$ cat config.mk
export PLATFORM = sky130hd
export DESIGN_NAME = cau_front
export DESIGN_NICKNAME = d
export VERILOG_FILES = /design/src/design/cau_pkg.sv /design/src/design/cau_front.sv
export SDC_FILE = /design/constraint.sdc
export NUM_CORES = 1
export LEC_CHECK = 0
export ABC_AREA = 1
export BUFFER_PORTS_ARGS = -buffer_cell sky130_fd_sc_hd__buf_4
export CORE_UTILIZATION = 47
export CTS_BUF_LIST = sky130_fd_sc_hd__clkbuf_16
export CTS_CLUSTER_SIZE = 28
export DETAILED_ROUTE_END_ITERATION = 7
export HOLD_SLACK_MARGIN = 0.08
export PLACE_DENSITY = 0.87
export SETUP_SLACK_MARGIN = 0.2
export SYNTH_ARGS = -nofsm -noshare
export SYNTH_HDL_FRONTEND = slang
export SYNTH_SLANG_ARGS = --single-unit
$ cat constraint.sdc
create_clock -name clk_i -period 6.09 [get_ports clk_i]
set_input_delay 0.3045 -clock clk_i [delete_from_list [all_inputs] [get_ports clk_i]]
set_output_delay 0.3045 -clock clk_i [all_outputs]
set_load 0.02 [all_outputs]
$ cat src/design/cau_pkg.sv
package cau_pkg;

  localparam int PortWidth       = 32;
  localparam int DataWidthDefault = 32;
  localparam int FracBitsDefault  = 16;
  localparam int QueueDepth       = 2;

  typedef enum logic [2:0] {
    OP_ADD  = 3'd0,
    OP_SUB  = 3'd1,
    OP_MUL  = 3'd2,
    OP_DIV  = 3'd3,
    OP_MAG  = 3'd4,
    OP_CONJ = 3'd5,
    OP_EQ   = 3'd6,
    OP_NE   = 3'd7
  } op_e;

  typedef struct packed {
    logic [2:0]                  op;
    logic signed [PortWidth-1:0] a_re;
    logic signed [PortWidth-1:0] a_im;
    logic signed [PortWidth-1:0] b_re;
    logic signed [PortWidth-1:0] b_im;
  } in_beat_t;

  typedef struct packed {
    logic signed [PortWidth-1:0] res_re;
    logic signed [PortWidth-1:0] res_im;
    logic                        compare_flag;
    logic                        overflow;
    logic                        div_by_zero;
  } out_beat_t;

  typedef struct packed {
    op_e  op;
    logic is_mul;
    logic is_div;
    logic is_mag;
  } cls_t;

  typedef struct packed {
    cls_t     cls;
    in_beat_t beat;
  } entry_t;

endpackage

$ cat src/design/cau_front.sv
module cau_front (
  input  logic              clk_i,
  input  logic              rst_ni,
  input  logic              in_valid_i,
  output logic              in_stall_o,
  input  cau_pkg::in_beat_t in_beat_i,
  output logic              head_valid_o,
  input  logic              head_pop_i,
  output cau_pkg::entry_t   head_o
);

  localparam int QD   = cau_pkg::QueueDepth;
  localparam int PtrW = (QD > 1) ? $clog2(QD) : 1;
  localparam int CntW = $clog2(QD + 1);

  cau_pkg::entry_t ent_q [QD];
  cau_pkg::entry_t ent_d;
  logic [PtrW-1:0] wr_q, rd_q;
  logic [CntW-1:0] cnt_q;
  logic            push, pop;

  assign in_stall_o   = (cnt_q == CntW'(QD));
  assign head_valid_o = (cnt_q != '0);
  assign push         = in_valid_i && !in_stall_o;
  assign pop          = head_pop_i && head_valid_o;
  assign head_o       = ent_q[rd_q];

  always_comb begin
    ent_d            = '0;
    ent_d.beat       = in_beat_i;
    ent_d.cls.op     = cau_pkg::op_e'(in_beat_i.op);
    ent_d.cls.is_mul = (ent_d.cls.op == cau_pkg::OP_MUL);
    ent_d.cls.is_div = (ent_d.cls.op == cau_pkg::OP_DIV);
    ent_d.cls.is_mag = (ent_d.cls.op == cau_pkg::OP_MAG);
  end

  always_ff @(posedge clk_i) begin
    if (push) begin
      ent_q[wr_q] <= ent_d;
    end
  end

  always_ff @(posedge clk_i or negedge rst_ni) begin
    if (!rst_ni) begin
      wr_q  <= '0;
      rd_q  <= '0;
      cnt_q <= '0;
    end else begin
      if (push) begin
        wr_q <= (wr_q == PtrW'(QD - 1)) ? '0 : wr_q + 1'b1;
      end
      if (pop) begin
        rd_q <= (rd_q == PtrW'(QD - 1)) ? '0 : rd_q + 1'b1;
      end
      cnt_q <= cnt_q + CntW'(push) - CntW'(pop);
    end
  end

endmodule

==> summary by stage, run 1 <==
Yosys
The synthesized design devotes to its leading area cell type 80.2% of total area. The dominant synthesized flop cell is sky130_fd_sc_hd__edfxtp_1. The Yosys step of the flow raised 0 warnings.

Synthesis handed over a netlist of 741 instances. By area the synthesized netlist is led by sky130_fd_sc_hd__edfxtp_1 80%, sky130_fd_sc_hd__nand2_1 16%, sky130_fd_sc_hd__buf_2 1.0%. The biggest area contributor in the post-synthesis netlist is sky130_fd_sc_hd__edfxtp_1. Counting instances in the post-synthesis netlist gives the leading cell types as 416 x sky130_fd_sc_hd__nand2_1, 268 x sky130_fd_sc_hd__edfxtp_1, 21 x sky130_fd_sc_hd__buf_2, 11 x sky130_fd_sc_hd__inv_1, 7 x sky130_fd_sc_hd__buf_6. The synthesized design contains 268 enable-type register cells. The synthesized netlist net count is 878. The post-synthesis instance area is 0.0100 mm². In the synthesized netlist the async set-or-reset flop fraction comes to 1.47%.

The most frequently used cell type in the post-synthesis netlist is sky130_fd_sc_hd__nand2_1. The post-synthesis sequential area ratio is 81.2%. After synthesis the netlist holds a flip-flop and latch count of 272.

The distinct cell type count of the synthesized netlist is 12. The average footprint of a synthesized cell is 13.5 µm².

STA
Derived from the worst setup path, the maximum achievable clock frequency is 0.284 GHz. The total of endpoints with negative setup slack in the final report is 0. The max-slew violation count is 0. The clock skew is 0.0103 ns. The total negative slack for setup checks is 0 ns.

After layout, the worst path uses 57.8% of the clock period. The worst hold-check slack is 0.142 ns. Setup repair after global routing left no endpoint under its margin.

Measured against its own limit, the worst slew margin works out to 31.1%. The transition time of the tightest slew-check pin is 1.03 ns. The final hold violation count is 0. The time the final worst path needs with I/O delays and setup is 3.52 ns.

Global routing
The global route total overflow is 0. For this run, the total global-route usage over all layers was measured as 22.1%. The number of global-route vias before repair was 7241. Entering global routing, the biggest net connects 86 pins. The first-pass GRT wire length is 37.3 mm.

The number of antenna violations at the first check in global routing was 2.

Power and ir drop
Combinational logic burns 38.0% of the power. The share of power burned in registers is 40.0%. The fraction of power spent switching nets is 37.0%.

The worst-case IR drop observed on VDD is 0.386 mV. The cell-internal power is 4.34 mW. For this design the static power due to leakage is 6.17 nW. The net switching component of the power is 2.55 mW. The clock network accounts for 22.1% of the total power. For this design the ratio of total power to cell area is 478 mW/mm².

Finish
At the end of the flow, the number of nets in the layout was 1286. The synthesis-to-layout area growth is 43.7%. The share of post-route cells with drive strength above 1 is 27.3%. The final standard cell area without fillers is 0.0144 mm².

The number of filler cells placed in the layout is 1329.

Clocking
Clock-pin slew was measured on the worst setup and hold paths at 0.06 ns. The total number of H-tree levels is 1. The number of setup buffers added after CTS is 0. Counting along the longest clock path gives a buffer depth of 3.

The CTS tree is done. The clock latency at the later pin of the worst-skew pair is 0.53 ns. For this design, the sink count on the clock tree is 272.

The number of CTS-inserted buffers is 27. The clock root buffer is sky130_fd_sc_hd__clkbuf_16.

Worst setup path
The critical path startpoint category is a flop. Data on the critical path arrives at its endpoint at 3.22 ns. In this run the worst path has a maximum fanout of 85. The worst setup path is of the flop to primary output kind. The required time reported for the critical path endpoint is 5.79 ns. The capturing element type of the critical path is a primary output.

Place
Detailed placement ended at an HPWL of 13.6 mm. The routability-driven placement congestion ratio is 0.774. Summing all placed instances gives a cell area of 0.0123 mm². In this run the tool buffered the top-level ports with 273 buffer cells.

Status
The flow ran to the end, and the final reports show no timing, DRC or antenna violations.

Floorplanning
The floorplan step defined a die boundary enclosing 0.0219 mm². The number of rows in the core area is 53. The region available for standard cell placement spans 0.0210 mm². For this configuration, the core starts out at a cell density of 47.9%. In this run the vertical extent of the chip is 148 µm. 274 I/O pins were placed. In this run the horizontal extent of the chip is 148 µm.

Route
The routed design has 25.0 mm of wire. The total vias in the final route is 7058. The average via count per standard cell is 4.88. The detailed router's first-iteration violation count is 361. Once detail routing completed, the nets flagged for antenna violations numbered 0. The number of iterations in the first detailed-routing pass is 5. The post-route DRC violation count is 0. The final routed wire length divided by cell count is 17.2 µm.

Hold path
The tightest min-delay check is of the input pin to async pin type.

Job
The total of max-cap violations is 0.
==> placed cells by master, fill, tap and decap left out <==
cell / count
sky130_fd_sc_hd__clkinv_2: 5
sky130_fd_sc_hd__nor2_4: 1
sky130_fd_sc_hd__clkinvlp_4: 3
sky130_fd_sc_hd__inv_4: 1
sky130_fd_sc_hd__bufinv_16: 1
sky130_fd_sc_hd__dfrtp_4: 1
sky130_fd_sc_hd__dlygate4sd3_1: 133
sky130_fd_sc_hd__dfrtp_1: 3
sky130_fd_sc_hd__inv_6: 2
sky130_fd_sc_hd__ha_1: 2
sky130_fd_sc_hd__edfxtp_1: 268
sky130_fd_sc_hd__inv_1: 17
sky130_fd_sc_hd__nand2_1: 416
sky130_fd_sc_hd__nor2_1: 1
sky130_fd_sc_hd__clkinv_1: 6
sky130_fd_sc_hd__nor3_1: 2
sky130_fd_sc_hd__buf_4: 278
sky130_fd_sc_hd__nand3_1: 3
sky130_fd_sc_hd__diode_2: 2
sky130_fd_sc_hd__clkbuf_16: 27
==> timing repair <==
action | CTS | global route
hold buffers | 133 | 0
hold endpoints to repair | 267 | 0
gates resized for setup | 0 | 0
==> registers in the layout, indices dropped and copies added, names as in the netlist <==
register,count
wr_q,1
rd_q,1
ent_q,268
cnt_q,2
==> final timing paths <==
kind | startpoint | endpoint | slack (ns) | depth (start not counted)
min reg2reg | wr_q | wr_q | 0.47 | 2
max reg2reg | cnt_q[0] | ent_q[0][85] | 3.61 | 5
min | rst_ni | rd_q | 0.14 | 2
max in group asynchronous | rst_ni | rd_q | 5.83 | 2
min in group clk_i | in_valid_i | wr_q | 0.14 | 4
max | rd_q | head_o[40] | 2.57 | 5
==> power by group through the flow <==
stage	Sequential (mW)	Combinational (mW)	Clock [mW]
floorplan	2.71	1.54	0
global placement	2.76	2.46	0
detailed placement	2.78	2.51	0
CTS	2.74	2.59	1.54
global route	2.79	2.79	1.62
finish	2.75	2.61	1.52
==> routing by layer <==
layer | routed length, µm | up-vias | track usage, %
li1 | - | 3308 | -
met1 | 8750 | 3362 | 24.1
met2 | 13700 | 306 | 41.2
met3 | 1350 | 82 | 3.47
met4 | 1190 | 0 | 11.5
met5 | 0 | - | 0
==> area by class of cell <==
type	instances	area (µm²)	area share (%)
flip-flops and latches	272	8150	56.6
multi-input cells	425	1630	11.3
diodes	2	5.00	0.0347
repair buffers	411	3420	23.7
clock inverters	23	135	0.938
clock buffers	27	676	4.69
well taps	275	344	2.39
inverters	12	52.6	0.365
==> logic make-up after synthesis <==
| family | Yosys count | share of synthesized area, % |
|---|---|---|
| adders and majority gates | 2 | 0.249 |
| buffers and inverters | 44 | 2.61 |
| DFF | 272 | 81.2 |
| and+or+nand+nor | 423 | 15.9 |
==> metrics by stage <==
stage	util, %	cells	total power, mW	setup slack, ns
3_3_place_gp	58.5	1262	5.22	3.12
5_1_grt	68.8	1447	7.20	2.34
6_report	68.8	1447	6.88	2.57
3_5_place_dp	58.5	1262	5.28	3.08
4_1_cts	68.7	1445	6.87	2.51
2_1_floorplan	-	741	4.26	1.60
==> worst max-delay path, cell delays in order, from the launching register on <==
cell and delay [ns]:
sky130_fd_sc_hd__dfrtp_4 0.82, sky130_fd_sc_hd__inv_4 0.63, sky130_fd_sc_hd__buf_4 0.72, sky130_fd_sc_hd__nand2_1 0.13, sky130_fd_sc_hd__nand2_1 0.12, sky130_fd_sc_hd__buf_4 0.15
Power figures use the tool's default switching activity.
==> run 2: changes to the inputs <==
--- a/config.mk
+++ b/config.mk
@@ -5,14 +5,14 @@
 export SDC_FILE = /design/constraint.sdc
 export NUM_CORES = 1
 export LEC_CHECK = 0
-export ABC_AREA = 1
+export ABC_AREA = 0
 export BUFFER_PORTS_ARGS = -buffer_cell sky130_fd_sc_hd__buf_4
-export CORE_UTILIZATION = 47
+export CORE_UTILIZATION = 50
 export CTS_BUF_LIST = sky130_fd_sc_hd__clkbuf_16
 export CTS_CLUSTER_SIZE = 28
 export DETAILED_ROUTE_END_ITERATION = 7
 export HOLD_SLACK_MARGIN = 0.08
-export PLACE_DENSITY = 0.87
+export PLACE_DENSITY = 0.88
 export SETUP_SLACK_MARGIN = 0.2
 export SYNTH_ARGS = -nofsm -noshare
 export SYNTH_HDL_FRONTEND = slang
==> constraint.sdc (replaced) <==
create_clock -name clk_i -period 3.5 [get_ports clk_i]
set_input_delay 0.175 -clock clk_i [delete_from_list [all_inputs] [get_ports clk_i]]
set_output_delay 0.175 -clock clk_i [all_outputs]
set_load 0.02 [all_outputs]
==> summary by stage, run 2 <==
Finish
The flip-flop count of the largest register after layout is 268 (unchanged). The commonest non-fill, non-tap cell in the layout is sky130_fd_sc_hd__buf_4 (was sky130_fd_sc_hd__nand2_1). The antenna cell count is 0 (was 2). The final standard cell area without fillers is 0.0147 mm² (was 0.0144 mm²).

The share of post-route cells with drive strength above 1 is 50.8% (was 27.3%). The synthesis-to-layout area growth came to 45.0% (was 43.7%). The register bank with the most flops is ent_q (unchanged). Most used cells in the layout excluding fill and tap cells: 275 x sky130_fd_sc_hd__buf_4, 268 x sky130_fd_sc_hd__edfxtp_1, 135 x sky130_fd_sc_hd__dlygate4sd3_1 (was 416 x sky130_fd_sc_hd__nand2_1, 278 x sky130_fd_sc_hd__buf_4, 268 x sky130_fd_sc_hd__edfxtp_1). The post-layout net count is 1003 (was 1286). Largest regs: ent_q: 268 flops, cnt_q: 2 flops (unchanged).

Worst setup path
The standard cell with the maximum stage delay on the critical path was sky130_fd_sc_hd__buf_4 (was sky130_fd_sc_hd__dfrtp_4). The worst endpoint data arrival time came to 2.27 ns (was 3.22 ns). The required time reported for the critical path endpoint is 3.32 ns (was 5.79 ns). The category of the critical setup timing path is flop to primary output (unchanged).

The most frequent cell on the critical path is sky130_fd_sc_hd__buf_4. The critical path startpoint category was a flop (unchanged). The critical-path maximum fanout was 63 (was 85). Cell chain of the critical path: buf_4, mux2_2, buf_4 (was inv_4, buf_4, nand2_1, nand2_1, buf_4).

The capturing element type of the critical path is a primary output (unchanged). The critical path's largest stage delay came to 0.66 ns (was 0.82 ns).

STA
The time the final worst path needs with I/O delays and setup is 2.45 ns. The total of endpoints with negative setup slack in the final report came to 0 (unchanged). The total negative slack for setup checks was 0 ns (unchanged). The final hold violation count is 0 (unchanged). Unrepaired setup endpoints after global routing: no (unchanged). The relative slew slack came to 41.3% (was 31.1%). The max-slew violation count came to 0 (unchanged). The clock skew is 0.00891 ns (was 0.0103 ns). The transition time of the tightest slew-check pin came to 0.880 ns (was 1.03 ns). After layout, the worst path uses 69.9% of the clock period.

For this run, the top clock speed supported by timing is 0.409 GHz.

Global routing
The maximum number of pins on one net before global-route repair is 73 (was 86). The number of global-route vias before repair is 6334 (was 7241). The global-route usage over all layers is 22.1% (about the same). The global route total overflow is 0 (unchanged).

The first-pass GRT wire length is 34.1 mm (was 37.3 mm). The number of antenna violations at the first check in global routing is 0 (was 2).

Place
The routability-driven placement congestion ratio is 0.733 (was 0.774). The count of input and output buffers is 273 (unchanged). The placed cell area is 0.0125 mm² (was 0.0123 mm²).

The final HPWL from detailed placement was 13.1 mm (was 13.6 mm).

Floorplanning
The number of rows in the core area is 51 (was 53). The die span in x came to 144 µm (was 148 µm). The height of the die was 144 µm (was 148 µm). The placeable core region is 0.0197 mm² (was 0.0210 mm²). The overall die area is 0.0208 mm² (was 0.0219 mm²).

The initial cell density of the core is 51.4% (was 47.9%). The total I/O pin count came to 274 (unchanged).

Clocking
The number of instances resized during post-cts repair is 0 (unchanged). The number of setup buffers added after CTS came to 0 (unchanged). The clock latency at the later pin of the worst-skew pair is 0.51 ns (was 0.53 ns). The number of CTS-inserted buffers came to 27 (unchanged). The clock root buffer is sky130_fd_sc_hd__clkbuf_16 (unchanged). The maximum clock path buffer count was 3 (unchanged).

The clock transition at the register clock pins on the worst setup and hold paths after CTS is 0.06 ns (about the same). The cts-stage hold buffer count is 135 (was 133). The CTS tree is done (unchanged).

The count of clock tree sinks was 272 (unchanged). The total number of H-tree levels came to 1 (unchanged).

Power and ir drop
The ratio of total power to cell area came to 815 mW/mm² (was 478 mW/mm²). The worst supply voltage drop on vdd is 0.648 mV (was 0.386 mV). The leakage power is 5.69 nW (was 6.17 nW).

Yosys
The dominant cell type by area after synthesis was sky130_fd_sc_hd__edfxtp_1 (unchanged). The mux share of post-synthesis cell area was 16.8% (was 0%). The average footprint of a synthesized cell was 22.9 µm² (was 13.5 µm²). The adder and majority gate portion of the synthesized area is 0.248% (was 0.250%).

The post-synthesis share of cell area spent on xor and xnor gates is 0.347% (was 0%). Most frequent cells after synthesis: 268 x sky130_fd_sc_hd__edfxtp_1, 84 x sky130_fd_sc_hd__mux2_2, 50 x sky130_fd_sc_hd__mux2_4, 8 x sky130_fd_sc_hd__buf_2, 7 x sky130_fd_sc_hd__buf_6 (was 416 x sky130_fd_sc_hd__nand2_1, 268 x sky130_fd_sc_hd__edfxtp_1, 21 x sky130_fd_sc_hd__buf_2, 11 x sky130_fd_sc_hd__inv_1, 7 x sky130_fd_sc_hd__buf_6). The largest family of logic cells by synthesized area was multiplexers (was simple AND/OR/NAND/NOR gates). The compound-gate portion of the synthesized area was 0% (unchanged). The top cell type's share of synthesized area is 79.6% (was 80.2%). The area fraction in and, or, nand and nor cells after synthesis is 0.557% (was 15.9%).

The synthesis-stage register bit count is 272 (unchanged). The most frequently used cell type in the post-synthesis netlist is sky130_fd_sc_hd__edfxtp_1 (was sky130_fd_sc_hd__nand2_1). The post-synthesis sequential area ratio is 80.6% (was 81.2%). The gate count of the mapped netlist is 441 (was 741).

The share of synthesized registers carrying an async set or reset came to 1.47% (unchanged). The number of synthesis warnings is 0 (unchanged). The distinct cell type count of the synthesized netlist is 19 (was 12). The synthesized netlist net count came to 578 (was 878).

The number of enable flip-flop cells after synthesis is 268 (unchanged). The dominant synthesized flop cell is sky130_fd_sc_hd__edfxtp_1 (unchanged). The post-synthesis instance area is 0.0101 mm² (was 0.0100 mm²). Biggest area contributors in the synthesized netlist: sky130_fd_sc_hd__edfxtp_1 80%, sky130_fd_sc_hd__mux2_2 9.4%, sky130_fd_sc_hd__mux2_4 7.4% (was sky130_fd_sc_hd__edfxtp_1 80%, sky130_fd_sc_hd__nand2_1 16%, sky130_fd_sc_hd__buf_2 1.0%).

Route
The average via count per standard cell came to 4.99 (was 4.88). The routed length on met1 is 8.30 mm (was 8.75 mm). The post-route DRC violation count was 0 (unchanged). The top layer used by detailed routing is met4 (unchanged). The count of nets left with antenna violations after detail routing is 0 (unchanged). The aggregate routed wire length is 23.2 mm (was 25.0 mm). The number of iterations in the first detailed-routing pass is 4 (was 5).

The met3 wire length is 1.54 mm (was 1.35 mm). The detailed router's first-iteration violation count is 301 (was 361). The length of routed met2 wiring is 12.7 mm (was 13.7 mm).

The final routed wire length divided by cell count came to 20.2 µm (was 17.2 µm). The total vias in the final route is 5733 (was 7058).

Status
Outcome: finished clean (unchanged).

Hold path
The class of the tightest hold or removal check is input pin to flop (was input pin to async pin).

Job
The total of max-cap violations was 0 (unchanged).
==> run 2: cell types whose count changed after synthesis, sizes merged, moves of 3 or more <==
| cell | change |
|---|---|
| buf | -14 |
| inv | -10 |
| mux2 | +134 |
| nand2 | -415 |
| nand3 | -3 |
| xnor2 | +3 |
==> run 2: per-stage QoR <==
step / util, % / worst slack, ns / total power, mW / cells / hold WS [ns]
3_3_place_gp: 63.4 / 1.49 / 8.89 / 967 / -0.0255
6_report: 74.6 / 1.05 / 12.0 / 1150 / 0.379
5_1_grt: 74.6 / 0.977 / 12.4 / 1150 / 0.359
2_1_floorplan: - / 0.472 / 7.46 / 441 / -0.121
4_1_cts: 74.6 / 1.05 / 11.9 / 1150 / 0.360
3_5_place_dp: 63.4 / 1.42 / 9.05 / 967 / -0.0229
==> run 2: final timing paths <==
| kind | cells after the start | from | slack [ns] | to |
|---|---|---|---|---|
| setup / recovery | 3 | rd_q | 1.05 | head_o[128] |
| hold / removal | 2 | in_beat_i[106] | 0.38 | ent_q[1][106] |
| setup reg to reg | 3 | cnt_q[1] | 1.42 | ent_q[1][111] |
| hold reg to reg | 1 | cnt_q[1] | 0.49 | cnt_q[1] |
| max in group asynchronous | 3 | rst_ni | 2.73 | rd_q |
| min in group asynchronous | 3 | rst_ni | 0.58 | cnt_q[0] |
==> run 2: critical path: cells and delay by family, from the launching register on <==
family	cells	cell delay, ns
multiplexers	1	0.45
buffers and inverters	2	0.83
flip-flops	1	0.42
==> run 2: per-layer routing <==
layer | GRT usage (%) | vias up
met4 | 7.53 | 0
met3 | 4.70 | 47
li1 | - | 2594
met5 | 0 | -
met2 | 42.1 | 262
met1 | 24.2 | 2830
==> run 2: cells by family (layout without fill, tap and decap cells) <==
group | count (synthesis) | in the layout
flops | 272 | 272
mux | 134 | 134
buf+inv | 20 | 464
simple gates | 9 | 9
xor+xnor | 4 | 4
fa+ha+maj | 2 | 2
==> run 2: where the power goes <==
group,switching [mW],total (mW),internal (mW)
Clock,1.16,2.77,1.62
Sequential,0.198,4.66,4.46
Combinational,2.44,4.52,2.08
Total,3.80,12.0,8.15
==> run 2: cell type report <==
| class | instances | area (µm²) |
|---|---|---|
| inverters | 2 | 7.51 |
| multi-input cells | 149 | 1830 |
| clock buffers | 27 | 676 |
| well taps | 265 | 332 |
| flip-flops and latches | 272 | 8150 |
| clock inverters | 21 | 173 |
| repair buffers | 414 | 3500 |
| fillers | 1063 | 4990 |
==> run 3: changes to the inputs <==
--- a/config.mk
+++ b/config.mk
@@ -5,7 +5,7 @@
 export SDC_FILE = /design/constraint.sdc
 export NUM_CORES = 1
 export LEC_CHECK = 0
-export ABC_AREA = 0
+export ABC_AREA = 1
 export BUFFER_PORTS_ARGS = -buffer_cell sky130_fd_sc_hd__buf_4
 export CORE_UTILIZATION = 50
 export CTS_BUF_LIST = sky130_fd_sc_hd__clkbuf_16
==> constraint.sdc (replaced) <==
create_clock -name clk_i -period 2.3 [get_ports clk_i]
set_input_delay 0.115 -clock clk_i [delete_from_list [all_inputs] [get_ports clk_i]]
set_output_delay 0.115 -clock clk_i [all_outputs]
set_load 0.02 [all_outputs]
==> summary by stage, run 3 (synthesis results as in run 1) <==
Worst setup path
The critical path launch point is rd_q (unchanged). The dominant delay contributor by cell family on the critical path is buffers and inverters (unchanged). The end of the worst register-to-register path is ent_q[0][35] (was ent_q[1][111]). The critical-path maximum fanout is 135 (was 63).

Cell chain of the critical path: buf_16, nand2_1, nand2_1, buf_4 (was buf_4, mux2_2, buf_4). The combined buffer and inverter count along the critical path is 2 (unchanged). The standard cell with the maximum stage delay on the critical path is sky130_fd_sc_hd__dfrtp_4 (was sky130_fd_sc_hd__buf_4). The critical path endpoint is head_o[79] (was head_o[128]).

The worst endpoint data arrival time came to 1.98 ns (was 2.27 ns). The number of stages on the worst setup path is 4 (was 3). The capturing element type of the critical path is a primary output (unchanged).

The path depth of the worst reg2reg path was 4 (was 3). The critical path's largest stage delay came to 0.46 ns (was 0.66 ns). The source of the worst register-to-register timing path is wr_q (was cnt_q[1]). The register-to-register path setup slack is 0.71 ns (was 1.42 ns). The most frequent cell on the critical path is sky130_fd_sc_hd__nand2_1 (was sky130_fd_sc_hd__buf_4).

The critical path startpoint category was a flop (unchanged). The required time reported for the critical path endpoint is 2.18 ns (was 3.32 ns). The category of the critical setup timing path was flop to primary output (unchanged).

Route
The count of nets left with antenna violations after detail routing is 0 (unchanged). The detailed router's first-iteration violation count was 379 (was 301). The final routed wire length divided by cell count was 17.8 µm (was 20.2 µm). The aggregate routed wire length is 25.7 mm (was 23.2 mm). The total vias in the final route is 7092 (was 5733). The number of iterations in the first detailed-routing pass is 5 (was 4).

The post-route DRC violation count came to 0 (unchanged). The average via count per standard cell is 4.93 (was 4.99).

Global routing
The global-route usage over all layers is 24.3% (was 22.1%). The number of antenna violations at the first check in global routing is 1 (was 0). The maximum number of pins on one net before global-route repair was 136 (was 73). The global route total overflow is 0 (unchanged). The first-pass GRT wire length is 37.3 mm (was 34.1 mm). The number of global-route vias before repair came to 7267 (was 6334).

Clocking
The clock root buffer is sky130_fd_sc_hd__clkbuf_16 (unchanged). The clock latency at the later pin of the worst-skew pair is 0.51 ns (about the same). The total number of H-tree levels was 1 (unchanged). The CTS tree was done (unchanged). The clock transition at the register clock pins on the worst setup and hold paths after CTS was 0.06 ns (about the same).

The count of clock tree sinks was 272 (unchanged). The maximum clock path buffer count is 3 (unchanged). The number of CTS-inserted buffers is 27 (unchanged).

The number of setup buffers added after CTS is 0 (unchanged).

Finish
The synthesis-to-layout area growth is 46.2% (was 45.0%). The number of filler cells placed in the layout was 1114 (was 1063). Most used cells in the layout excluding fill and tap cells: 414 x sky130_fd_sc_hd__nand2_1, 274 x sky130_fd_sc_hd__buf_4, 268 x sky130_fd_sc_hd__edfxtp_1 (was 275 x sky130_fd_sc_hd__buf_4, 268 x sky130_fd_sc_hd__edfxtp_1, 135 x sky130_fd_sc_hd__dlygate4sd3_1).

The final standard cell area without fillers is 0.0147 mm² (about the same). The commonest non-fill, non-tap cell in the layout was sky130_fd_sc_hd__nand2_1 (was sky130_fd_sc_hd__buf_4). The flip-flop count of the largest register after layout was 268 (unchanged).

The share of post-route cells with drive strength above 1 is 28.0% (was 50.8%). The register bank with the most flops is ent_q (unchanged). The post-layout net count is 1293 (was 1003). The final core area utilization came to 74.8% (was 74.6%). Largest regs: ent_q: 268 flops, cnt_q: 2 flops (unchanged).

STA
The share of the cycle needed by the critical path after routing is 91.2%. The post-layout worst setup margin is 0.202 ns (was 1.05 ns). The worst path needs 2.10 ns of the cycle, external delays included.

The max-slew violation count is 0 (unchanged). The final hold violation count is 0 (unchanged). The relative slew slack was 57.1% (was 41.3%). Unrepaired setup endpoints after global routing: yes (was no). The transition time of the tightest slew-check pin is 0.643 ns (was 0.880 ns). The worst hold-check slack was 0.332 ns (was 0.379 ns). The total of endpoints with negative setup slack in the final report is 0 (unchanged).

The clock skew was 0.00899 ns (was 0.00891 ns). The highest clock rate is 0.477 GHz.

Power and ir drop
The ratio of total power to cell area is 1290 mW/mm² (was 815 mW/mm²). The worst supply voltage drop on vdd is 0.834 mV (was 0.648 mV). The leakage power is 6.28 nW (was 5.69 nW). The final total power came to 18.9 mW (was 12.0 mW).

Floorplanning
The placeable core region is 0.0196 mm² (was 0.0197 mm²). The number of rows in the core area was 51 (unchanged). The height of the die is 144 µm (about the same). The die span in x is 144 µm (about the same). The overall die area came to 0.0206 mm² (was 0.0208 mm²). The total I/O pin count is 274 (unchanged). The initial cell density of the core came to 51.2% (was 51.4%).

Job
The total of max-cap violations is 0 (unchanged).

Hold path
The class of the tightest hold or removal check is input pin to flop (unchanged). The worst min-delay path startpoint is in_beat_i[81] (was in_beat_i[106]).

Place
The placed cell area is 0.0124 mm² (was 0.0125 mm²). The final HPWL from detailed placement is 13.9 mm (was 13.1 mm). The routability-driven placement congestion ratio came to 0.778 (was 0.733).

The count of input and output buffers was 273 (unchanged). The post-place setup slack was 0.727 ns (was 1.42 ns).

Status
Outcome: finished clean (unchanged).
[run 3: changes by cell type in the layout (fill, tap and decap cells not counted), sizes merged, moves of 2 or more]
| cell | change |
|---|---|
| clkinv | -4 |
| nor3b | -2 |
| buf | +4 |
| inv | +9 |
| mux2 | -134 |
| nand3 | +3 |
| xnor2 | -3 |
| nor3 | +2 |
| nand2 | +415 |
| bufinv | +2 |
[run 3: timing repair]
item                       CTS  global route
hold endpoints to repair   274             0
gates resized for setup      1             1
setup endpoints to repair   18            15
hold buffers               135             0
[run 3: through the flow]
step                cells  setup TNS, ns
floorplan             741        -175.55
finish               1439              0
global route         1439              0
CTS                  1438              0
global placement     1257              0
detailed placement   1257              0
[run 3: final cells by class]
type	instances	area, µm²	share of cell area (%)
well taps	265	332	2.26
multi-input cells	425	1640	11.2
diodes	1	2.50	0.0171
repair buffers	418	3600	24.5
clock buffers	27	676	4.61
clock inverters	19	214	1.46
flip-flops and latches	272	8150	55.6
inverters	12	53.8	0.367
[run 3: how the worst min path moves through the flow]
stage	to	depth (start not counted)	slack, ns
after floorplan	cnt_q[0]	0	-0.18
after global routing	ent_q[0][66]	2	0.32
after detailed placement	rd_q	1	-0.08
after global placement	rd_q	1	-0.08
after CTS	ent_q[0][93]	2	0.32
final	ent_q[1][81]	2	0.33
[run 3: where the power goes]
| group | switching (mW) | total [mW] | internal, mW |
|---|---|---|---|
| clock network | 1.74 | 4.42 | 2.68 |
| logic | 4.77 | 7.46 | 2.68 |
| registers | 0.298 | 7.06 | 6.76 |
[run 3: routing by layer]
layer | global-route usage, % | share of wire, % | vias up
li1 | - | - | 3316
met3 | 3.70 | 5.8 | 93
met1 | 25.8 | 34 | 3350
met5 | 0 | 0 | -
met2 | 46.0 | 55 | 333
met4 | 13.2 | 5.1 | 0
